==> src/rtl/hnm_ram.sv <==
// Generic simple dual-port RAM with registered read.
module hnm_ram #(
	parameter int WIDTH = 8,
	parameter int DEPTH = 256
) (
	input  logic                     clk,
	input  logic                     we,
	input  logic [$clog2(DEPTH)-1:0] waddr,
	input  logic [WIDTH-1:0]         wdata,
	input  logic                     re,
	input  logic [$clog2(DEPTH)-1:0] raddr,
	output logic [WIDTH-1:0]         rdata
);
	logic [WIDTH-1:0] mem [DEPTH];

	always_ff @(posedge clk) begin
		if (we) begin
			mem[waddr] <= wdata;
		end
		if (re) begin
			rdata <= mem[raddr];
		end
	end
endmodule

==> config.mk <==
export PLATFORM = sky130hd
export DESIGN_NAME = hnm_ram
export DESIGN_NICKNAME = d
export VERILOG_FILES = /design/src/rtl/hnm_ram.sv
export SDC_FILE = /design/constraint.sdc
export NUM_CORES = 2
export LEC_CHECK = 0
export BUFFER_PORTS_ARGS = -buffer_cell sky130_fd_sc_hd__buf_4
export CORE_MARGIN = 2
export CORE_UTILIZATION = 30
export CTS_CLUSTER_SIZE = 24
export DETAILED_ROUTE_END_ITERATION = 6
export PLACE_DENSITY_LB_ADDON = 0.05
export SKIP_CTS_REPAIR_TIMING = 1
export SYNTH_ARGS = -nofsm -noshare
export SYNTH_HDL_FRONTEND = slang
export SYNTH_SLANG_ARGS = --single-unit
==> constraint.sdc <==
create_clock -name clk -period 2.47 [get_ports clk]
set_input_delay 0.494 -clock clk [delete_from_list [all_inputs] [get_ports clk]]
set_output_delay 0.494 -clock clk [all_outputs]
set_load 0.01 [all_outputs]
### Yosys cells after proc, flatten, opt, wreduce, memory -nomap -nowiden

Memory sizes are Yosys's and may differ from the RTL's. A register that Yosys moved wholly into a read port is not among the register bits.
Cells that the tools add are included.

* latch bits: 0
* memories kept: 1
* bits of input ports: 27
* register bits: 0
* ROM bits: 0
* output and inout bits: 8
* RAM bits: 2048

* $lt $le $gt $ge: 0
* multiply operators: 0
* bitwise operators: 0
* add/sub/neg operators: 0
* multiplexer cells: 2
* equal/unequal tests: 0
* divide/modulo/power cells: 0
* reduce and logical (&&, ||, !) cells: 0
* shift operators: 0

Memory list
* mem: words 256, width 8, read ports 1, clocked after memory_dff 1, write ports 1, line 14 `logic [WIDTH-1:0] mem [DEPTH];`

Operators by type and width (count)
* $mux 1: 2

### Logic depth before layout (Yosys ltp)

* depth after elaboration: 2
* depth in mapped cells: 11
* gate-level depth less buffers: 6

### Least setup slack after synthesis

Ideal clock, no wire load.

* path type: input to register
* start point: in raddr[0]
* end point: reg rdata[2], read port of mem (data pin)
* slack: -0.100 ns
* arrival: 2.301 ns
* setup time: 0.269 ns
* stages: 9
* data required time: 2.201 ns
* cells stage by stage: buf_6 buf_12 buf_8 buf_2 mux4_2 a22oi_1 a21oi_1 nor4_1 nor4_2

RTL lines
* start, declared: line 11 `input logic [$clog2(DEPTH)-1:0] raddr,`
* end, declared: line 12 `output logic [WIDTH-1:0] rdata`

==> reports/qor.txt <==
CP Launch Type -> input pin
drt total wl -> 252000 um
# DRC -> 0
CP Buf/Inv Count -> 5
internal cell power -> 59.9 mW
Setup TNS -> -0.0346 ns
number of synthesized flops with an enable pin -> 2056
Critical Path Fanout Max -> 16
Rel. slew slack -> 50.4%
Most common cell on crit path -> buf_12
Yosys top cell by area -> edfxtp_1
failing checks -> negative setup slack
Synth area leaders -> edfxtp_1 (78%), mux4_2 (13%), mux2i_1 (1.7%), nor2_1 (1.3%), a22oi_1 (1.3%)
max-slew violations -> 0
Area growth, synth to finish -> 23.7%
count of clock tree sinks -> 2056
GPL Wtd Cong -> 0.772
status -> finished with violations
Clk pwr share -> 43.8%
syn nets -> 3760
RSZ-0062 raised after global routing -> true
Slew @ Worst Pin -> 0.744 ns
vias in the first global route -> 42600
Clk pin slew, worst setup/hold paths -> 0.06 ns
Die ar. -> 0.270 mm2
Cell Pwr Density -> 779 mW/mm2
Worst path slowest cell -> mux4_2
Initial Util -> 30.1%
critical path, cell by cell -> buf_12, buf_12, buf_16, buf_12, mux4_2, a22oi_1, a21oi_1, nor4_2, buf_4, nor4_2
Post-Syn Area -> 0.0796 mm2
fin worst setup slack -> -0.0346 ns
Worst R2R Start -> mem[87][2]$_DFFE_PP_
largest net degree at the start of global routing -> 112
sequential area share after synthesis -> 77.5%
FF+latch count, synth -> 2056
utilization after layout -> 37.2%
ys async rst share -> 0%
critical path data arrival time -> 3.16 ns
sequential share of power -> 50.2%
worst min path class -> input pin to flop
hold wc startpoint -> wdata[2]
core area -> 0.265 mm2
Crit path required time -> 3.12 ns
Final Net Count -> 4625
commonest non-fill, non-tap cells in the layout -> edfxtp_1 (2056), buf_4 (716), mux4_2 (454)
CTS tree -> yes
post-synthesis area per instance -> 21.3 um2
Crit Path Class -> input pin to flop
ANT nets after route -> 0
Iter 0 DRT Violations -> 3627
Crit. End Element -> flop
Pre-antenna DRT Iters -> 5
Yosys top cell area share -> 77.5%
most common cell after layout, fill and taps aside -> edfxtp_1
Tcrit/Tclk final -> 101%
endpoints failing setup -> 1
Root Driver -> clkbuf_16
Hold Vio Cnt, Final -> 0
NetSw -> 16.9 mW
DP HPWL -> 165000 um
cts bufs inserted -> 238
initial antenna violation count -> 22
Chip Width -> 519 um
combinational power share -> 6.0%
GRT Overall Usage -> 18.4%
first-pass GRT wire length -> 350000 um
maxcap violations -> 0
share of cells above drive strength 1 -> 35.7%
wire per inst -> 30.2 um
Die Y -> 519 um
Sw Ratio -> 22.0%
PortBufs -> 34
insertion delay to the later sink of the worst-skew pair -> 0.91 ns
total of warnings raised by yosys -> 0
GR Overflow Total -> 0
Yosys cell types -> 54
htree depth -> 4
vias per std cell -> 4.88
main flop type after synthesis -> edfxtp_1
slowest stage delay, CP -> 0.52 ns
DR vias -> 40600
Mapped Cells -> 3733
fin crit period -> 2.50 ns
Rows -> 189
Top Family by Delay on Critical Path -> buffers and inverters
worst vdd ir -> 0.584 mV
Crit. Startpoint -> raddr[0]
post-route clock skew -> 0.0788 ns
Leak Pwr -> 31.9 nW
Clock Path Buffers -> 4
num ports -> 35
fmax -> 399 MHz
-- sequential cells by signal (all words and copies together), names as in the netlist --
signal and cells:
rdata 8, mem 2048
-- power by group through the flow --
| stage | Clock (mW) | Combinational (mW) | Sequential (mW) |
|---|---|---|---|
| 2_1_floorplan | 0 | 1.89 | 39.2 |
| 3_3_place_gp | 0 | 4.59 | 39.3 |
| 3_5_place_dp | 0 | 4.60 | 39.3 |
| 4_1_cts | 34.7 | 4.60 | 38.5 |
| 5_1_grt | 36.0 | 4.89 | 38.5 |
| 6_report | 33.6 | 4.58 | 38.5 |
-- Yosys cell counts, types with 3 or more instances --
cell	instances
a221oi_1	13
nand2_1	33
o211ai_1	10
nor4_1	24
nand4_1	10
mux2i_1	134
buf_2	31
nor3_1	22
o221ai_1	46
nor2b_1	31
a22o_1	8
nor2_1	282
edfxtp_1	2056
o32ai_1	4
a211oi_1	16
a22oi_1	133
nand2b_1	8
o22a_1	5
nor4_2	3
o21ai_0	10
buf_12	8
buf_1	22
a21oi_1	96
or2_2	4
mux4_2	454
o22ai_1	28
and2_1	6
buf_8	13
buf_6	21
buf_4	27
nand3_1	34
clkbuf_1	111
-- path summary, 6_finish.rpt --
check,slack [ns],end,cells past startpoint
worst max-delay path,-0.03,rdata[2]$_DFFE_PP_,10
worst min-delay path,0.08,mem[8][2]$_DFFE_PP_,1
worst max register to register,-0.02,rdata[2]$_DFFE_PP_,6
worst min register to register,1.10,rdata[3]$_DFFE_PP_,7
-- cell families after synthesis --
logic type	Yosys count	share of synthesized area, %
and+or+nand+nor	466	2.63
AOI/OAI and AO/OA	385	3.42
buffers and inverters	235	1.83
muxes	591	14.6
DFF	2056	77.5
-- per-stage QoR --
step                      setup WS, ns  instance area [um2]  total power, mW  hold WS (ns)  std cells
after CTS                       -0.627                98000             77.8       -0.0845       8307
after floorplan                -0.0142                79700             41.1         0.593       3733
final                          -0.0346                98500             76.8        0.0776       8319
after global routing            -0.160                98500             79.4        0.0446       8316
after detailed placement         -1.57                90700             43.9         0.918       7884
after global placement           -1.57                90700             43.9         0.921       7884
-- routing by layer --
layer,GRT usage (%),share of wire [%]
met5,0,0
met4,3.81,2.0
met3,2.30,4.1
met1,26.0,45
met2,30.5,49
-- final cells by class --
class                           instances  area (um2)
Antenna cell                            5        12.5
Inverter                                2        7.51
Fill cell                           24300      166000
Sequential cell                      2056       61700
Tap cell                             3533        4420
Clock buffer                          287        6160
Clock inverter                        136        1150
Timing Repair Buffer                  858        8160
Multi-Input combinational cell       1442       16900
Power figures use the tool's default switching activity.
