--- config.mk ---
export PLATFORM = sky130hd
export DESIGN_NAME = hnm_isqrt
export DESIGN_NICKNAME = d
export VERILOG_FILES = /design/src/rtl/hnm_pkg.sv /design/src/rtl/hnm_isqrt.sv
export SDC_FILE = /design/constraint.sdc
export NUM_CORES = 1
export LEC_CHECK = 0
export BUFFER_PORTS_ARGS = -buffer_cell sky130_fd_sc_hd__buf_2
export CAP_MARGIN = 20
export CORE_AREA = 5 5 148 150
export DETAILED_ROUTE_END_ITERATION = 8
export DIE_AREA = 0 0 153 155
export PLACE_DENSITY = 0.77
export SYNTH_ARGS = -nofsm -noshare
export SYNTH_HDL_FRONTEND = slang
export SYNTH_SLANG_ARGS = --single-unit
--- constraint.sdc ---
create_clock -name clk -period 17.6 [get_ports clk]
set_clock_uncertainty 0.2 [all_clocks]
set_input_delay 2.64 -clock clk [delete_from_list [all_inputs] [get_ports clk]]
set_output_delay 2.64 -clock clk [all_outputs]
set_load 0.01 [all_outputs]
--- src/rtl/hnm_pkg.sv ---
// Shared constants, types and the output encoder for the height-to-normal block.
package hnm_pkg;

	localparam int MAX_WIDTH  = 256;
	localparam int MAX_HEIGHT = 256;
	localparam int DEPTH      = MAX_WIDTH * MAX_HEIGHT;
	localparam int ADDR_W     = $clog2(DEPTH);

	// configuration register indexes
	localparam logic [1:0] REG_WIDTH  = 2'd0;
	localparam logic [1:0] REG_HEIGHT = 2'd1;
	localparam logic [1:0] REG_SCALE  = 2'd2;
	localparam logic [1:0] REG_SPHERE = 2'd3;

	localparam logic [47:0] Z_SQ     = 48'd4261478400;  // (255*256)^2
	localparam logic [23:0] Z_Q88    = 24'd65280;
	localparam logic [32:0] ONE_Q28  = 33'h010000000;

	typedef struct packed {
		logic        start;
		logic [47:0] radicand;
	} hnm_root_req_t;

	// 128 + 127*n in Q2.14, truncated and clamped to a byte
	function automatic logic [7:0] hnm_encode(input logic signed [15:0] n);
		logic signed [24:0] v;
		logic [7:0] r;
		v = 25'sd2097152 + 25'(n) * 25'sd127;
		if (v < 0) begin
			r = 8'd0;
		end else if (v[22:14] > 9'd255) begin
			r = 8'd255;
		end else begin
			r = v[21:14];
		end
		return r;
	endfunction

endpackage

--- src/rtl/hnm_isqrt.sv ---
// Bit-serial integer square root, one result bit per cycle.
module hnm_isqrt
	import hnm_pkg::*;
(
	input  logic          clk,
	input  logic          arst_n,
	input  hnm_root_req_t req,
	output logic          done,
	output logic [23:0]   root
);
	logic [47:0] v_q, r_q, bit_q;
	logic [4:0]  cnt_q;
	logic        busy_q, done_q;
	logic [47:0] trial;

	assign trial = r_q + bit_q;

	always_ff @(posedge clk or negedge arst_n) begin
		if (!arst_n) begin
			busy_q <= 1'b0;
			done_q <= 1'b0;
			cnt_q  <= 5'd0;
		end else begin
			done_q <= busy_q && (cnt_q == 5'd1);
			if (req.start) begin
				busy_q <= 1'b1;
				cnt_q  <= 5'd24;
			end else if (busy_q) begin
				cnt_q <= cnt_q - 5'd1;
				if (cnt_q == 5'd1) begin
					busy_q <= 1'b0;
				end
			end
		end
	end

	always_ff @(posedge clk) begin
		if (req.start) begin
			v_q   <= req.radicand;
			r_q   <= 48'd0;
			bit_q <= 48'd1 << 46;
		end else if (busy_q) begin
			if (v_q >= trial) begin
				v_q <= v_q - trial;
				r_q <= (r_q >> 1) + bit_q;
			end else begin
				r_q <= r_q >> 1;
			end
			bit_q <= bit_q >> 2;
		end
	end

	assign done = done_q;
	assign root = r_q[23:0];
endmodule

After elaboration in Yosys (flattened, before gate mapping) --
Cells that the tools add are included. W data, S select, Z words.
Word-level totals: bits in writable memories 0, word-level logic and storage cells 25, memories 0, flip-flop bits (word level) 127, memory bits (read-only) 0, bits of input ports 51, latch bits 0
Operators by class: divide/modulo/power cells 0, $add $sub $neg 4, multiplexer cells 9, order comparisons 1, reductions and logical operators 4, bitwise operators 0, multipliers 0, eq/ne operators 1, shifts and indexed selects 0
Operators with widths (number):
- $mux W48 | 4
- $add A47 B47 Y48 | 1
- $add A48 B47 Y48 | 1
- $ge A48 B48 Y1 | 1
- $sub A48 B48 Y48 | 1
- $mux W5 | 2
- $eq A5 B1 Y1 const B | 1
- $sub A5 B1 Y5 const B | 1
- $reduce_bool A2 Y1 | 2
- $mux W1 | 3
- $reduce_and A2 Y1 | 1
- $logic_and A1 B1 Y1 | 1

Depth between registers and ports, before layout --
word-level depth 5, mapped depth 23, depth with buffers taken out 20

Least setup slack after synthesis --
No wires, ideal clock.
path type reg2reg, start register r_q[2], end register v_q[0], enable pin, slack 9.249 ns, library setup time 0.520 ns, data arrival time 7.631 ns, stages on the path, launching flop included 21, path buffers 2, cell sequence dfxtp_1 > ha_1 > a31oi_1 > a211oi_1 > a31oi_1 > o21ai_0 > a31oi_1 > o21ai_0 > a31oi_1 > xor2_1 > ha_1 > buf_2 > nand2_1 > nor4_1 > a22oi_1 > o21ai_0 > a41oi_4 > a21oi_4 > nor2_4 > buf_2 > o21ai_0
Between the ends: cells in the longest elaborated chain, start to end 4
RTL lines:
- from (decl) | line hnm_isqrt.sv:11 | logic [47:0] v_q, r_q, bit_q;
- from (signal assigned) | line hnm_isqrt.sv:45 | r_q <= (r_q >> 1) + bit_q;
- from (signal assigned) | line hnm_isqrt.sv:47 | r_q <= r_q >> 1;
- $add A48 B47 Y48 | line hnm_isqrt.sv:16 | assign trial = r_q + bit_q;
- $ge A48 B48 Y1 | line hnm_isqrt.sv:43 | if (v_q >= trial) begin
- $reduce_bool A2 Y1 (no line)
- $reduce_and A2 Y1 (no line)
- to (signal assigned) | line hnm_isqrt.sv:39 | v_q <= req.radicand;
- to (signal assigned) | line hnm_isqrt.sv:44 | v_q <= v_q - trial;
- to (decl) | line hnm_isqrt.sv:11
Every way passes these cells. A chain may end at the register's enable or synchronous reset.

Final worst setup path --
start register r_q[2], end register v_q[4], enable pin
Same word-level chain as after synthesis.

==> qor.txt <==
power density cells = 164.7 nW/um^2
quantity of I/O buffers inserted on ports = 75
total via count after detailed routing = 10,820
final worst setup slack = 10.75 ns
flops & latches, synth = 127
worst slack after detailed placement = 10.93 ns
Clock Sink Count = 127
fraction of synthesis flops using an asynchronous set or reset pin = 5.512%
H-tree Lvls = 4
drt first pass iters = 6
class of the worst hold path = reg -> reg
Arrival @ worst endpoint = 6.77 ns
Post-Syn Instances = 1,425
Vias/cell = 6.313
maximum number of buffers from clock root to sink = 2
post-cts gate resize count = 0
count of flip-flops with a built-in enable after synthesis = 48
antenna diode instance count = 0
count of filler cells inserted in the layout = 1,854
worst hold path depth = 2
final setup TNS = 0 ns
DRC violation count after routing = 0
startpoint kind of the worst setup timing path = flip-flop
portion of the post-synthesis area used by sequential elements = 26.65%
combined global-route utilization of all metal layers = 26.08%
mean post-synth cell area = 8.053 sq um
Clk pin slew, worst setup/hold paths = 0.06 ns
maximum clock frequency = 146.1 MHz
hold buffer count at cts = 0
count of maximum capacitance violations = 0
clock latency on the worst-skew pair = 0.43 ns
count of nets after finishing = 1,577
share of Yosys cell area claimed by the top area cell type = 12.56%
CP Data Required Time = 17.52 ns
antenna violations before repair = 0
normalized max-slew margin = 39.54%
top post-synthesis cells by area = sky130_fd_sc_hd__dfxtp_1 13%, sky130_fd_sc_hd__edfxtp_1 13%, sky130_fd_sc_hd__ha_1 11%
Min Hold Slack = 0.3090 ns
total grt overflow = 0
run status = finished clean
critical path fanouts, max = 40
starting density of the core = 55.82%
die area = 23,720 sq um
post-detailed-route wirelength per cell = 18.31 um
Placeable Area = 20,560 sq um
Final Max Tran Viols = 0
proportion of layout cells with a drive suffix above 1 = 9.875%
die outline width = 153 um
met3 wirelength from detailed routing = 1.895 mm
CTS tree = yes
min cycle time layout = 6.846 ns
actual slew at the worst max-slew pin = 0.9069 ns
total detailed-routing wirelength = 31.37 mm
total CTS buffers = 17
setup repair after global routing missed its margin = false
leakage power = 5.089 nW
critical setup path kind = reg -> reg
Register-to-Register Path Depth = 20
clock root buffer = sky130_fd_sc_hd__clkbuf_16
post-route clock period utilization = 38.90%
routed wire length on met2 = 15.08 mm
routed metal-1 wire length = 13.59 mm
Final Hold Fails = 0
worst vdd rail ir drop = 0.0001580 V
antenna viol nets, final = 0
number of distinct library cells after synthesis = 79
number of top-level design ports = 76
Syn Std Cell Area = 11,480 sq um
Post-synth top flop = sky130_fd_sc_hd__dfxtp_1
height of the die = 155 um
First DRT Iteration DRCs = 1,091
crit path capture type = flip-flop
YS warnings = 0
synthesis-to-layout area growth = 7.720%
pin count of the biggest net entering global routing = 91
global-route wire length before repair = 51.81 mm
number of failing setup endpoints in the final timing report = 0
number of global-route vias before repair = 10,410
# Post-CTS Setup Buffers = 0
sum of net half-perimeters after detailed placement = 23.03 mm
nets in the synthesized netlist = 1,577
RD Place Congestion = 0.9565
cell taking the most area after synthesis = sky130_fd_sc_hd__dfxtp_1
highest routed metal layer = met4
standard-cell row count = 53
-- cells in the mapped netlist, drive strengths merged (33+ instances only) --
library cell / count
a211oi: 34
a21o: 40
a21oi: 76
a31oi: 39
buf: 38
clkbuf: 63
dfxtp: 72
edfxtp: 48
ha: 100
inv: 46
mux2i: 38
nand2: 148
nor2: 114
nor3: 33
o21ai: 145
xnor2: 59
xor2: 51
-- final cells by class --
type,count,area [sq um],area share [%]
Multi-Input combinational cell,1151,7769,62.84
Clock inverter,4,46.29,0.3745
Sequential cell,127,3062,24.77
Timing Repair Buffer,82,430.4,3.482
Inverter,46,172.7,1.397
Tap cell,275,344.1,2.783
Clock buffer,28,538.0,4.352
-- per-layer routing --
metal  vias up  track usage, %
met5         -               0
met1      5092           33.64
li1       5276               -
met2       385           44.72
met4         0           9.291
met3        62           3.894
-- worst paths after layout --
kind                       startpoint  endpoint  slack (ns)
max in group asynchronous      arst_n    busy_q       15.19
hold reg to reg                r_q[0]    r_q[0]        0.31
hold / removal                 r_q[0]    r_q[0]        0.31
setup reg to reg               r_q[2]    v_q[4]       10.75
setup / recovery               r_q[2]    v_q[4]       10.75
min in group asynchronous      arst_n      done        1.84
-- sequential cells by signal, indices dropped and copies added (netlist names) --
register and cells:
bit_q 24, busy_q 1, cnt_q 5, done 1, r_q 48, v_q 48
-- report_power, final --
group	switching, mW	total (mW)	internal [mW]
Combinational	0.722	1.19	0.467
Clock	0.134	0.355	0.221
Sequential	0.0667	0.491	0.425
Total	0.923	2.04	1.11
-- kinds of logic after synthesis --
logic type                 synth area share, %
AOI/OAI and AO/OA                        27.55
xor gates and xnor gates                 8.395
adders and majority gates                11.08
buffers and inverters                    5.789
DFF                                      26.65
muxes                                    3.805
and+or+nand+nor                          16.74
-- worst max-delay path, stage by stage (launching register included) --
cell and delay (ns):
sky130_fd_sc_hd__dfxtp_1 0.35, sky130_fd_sc_hd__ha_1 0.36, sky130_fd_sc_hd__a31oi_1 0.16, sky130_fd_sc_hd__a211oi_1 0.48
sky130_fd_sc_hd__a31oi_1 0.26, sky130_fd_sc_hd__o21ai_0 0.40, sky130_fd_sc_hd__a31oi_1 0.22, sky130_fd_sc_hd__o21ai_0 0.34
sky130_fd_sc_hd__a31oi_1 0.15, sky130_fd_sc_hd__xor2_1 0.19, sky130_fd_sc_hd__ha_1 0.41, sky130_fd_sc_hd__a21oi_1 0.16
sky130_fd_sc_hd__o21ai_0 0.14, sky130_fd_sc_hd__a211oi_1 0.46, sky130_fd_sc_hd__o21ai_0 0.28, sky130_fd_sc_hd__a41oi_4 0.41
sky130_fd_sc_hd__a21oi_4 0.08, sky130_fd_sc_hd__buf_4 0.25, sky130_fd_sc_hd__nor2_4 0.58, sky130_fd_sc_hd__o21ai_4 0.22
sky130_fd_sc_hd__buf_4 0.36
-- stage by stage --
stage	std cells	util, %	cell area (sq um)	total power, mW
after floorplan	1425	-	11480	1.409
after global placement	1681	57.29	11780	1.643
after detailed placement	1681	57.29	11780	1.661
after CTS	1713	60.13	12360	2.024
after global routing	1713	60.13	12360	2.188
final	1713	60.13	12360	2.036
-- layout by cell type, fill, tap and decap left out, types with 7 or more instances in the layout --
cell type	count
sky130_fd_sc_hd__a211oi_1	34
sky130_fd_sc_hd__a21o_1	40
sky130_fd_sc_hd__a21oi_1	74
sky130_fd_sc_hd__a221oi_1	18
sky130_fd_sc_hd__a311oi_1	10
sky130_fd_sc_hd__a31o_2	8
sky130_fd_sc_hd__a31oi_1	39
sky130_fd_sc_hd__and2_1	10
sky130_fd_sc_hd__and3_1	8
sky130_fd_sc_hd__buf_2	74
sky130_fd_sc_hd__buf_4	8
sky130_fd_sc_hd__clkbuf_16	18
sky130_fd_sc_hd__dfxtp_1	72
sky130_fd_sc_hd__edfxtp_1	48
sky130_fd_sc_hd__ha_1	100
sky130_fd_sc_hd__inv_1	45
sky130_fd_sc_hd__mux2i_1	38
sky130_fd_sc_hd__nand2_1	148
sky130_fd_sc_hd__nand3_1	27
sky130_fd_sc_hd__nand4_1	25
sky130_fd_sc_hd__nor2_1	113
sky130_fd_sc_hd__nor3_1	33
sky130_fd_sc_hd__nor3b_1	7
sky130_fd_sc_hd__nor4_1	7
sky130_fd_sc_hd__o211ai_1	7
sky130_fd_sc_hd__o21a_1	10
sky130_fd_sc_hd__o21ai_0	142
sky130_fd_sc_hd__o21bai_1	22
sky130_fd_sc_hd__o22ai_1	8
sky130_fd_sc_hd__o31ai_1	11
sky130_fd_sc_hd__or3_1	8
sky130_fd_sc_hd__xnor2_1	59
sky130_fd_sc_hd__xor2_1	51
Note: power is estimated with default switching activity, not from simulation.
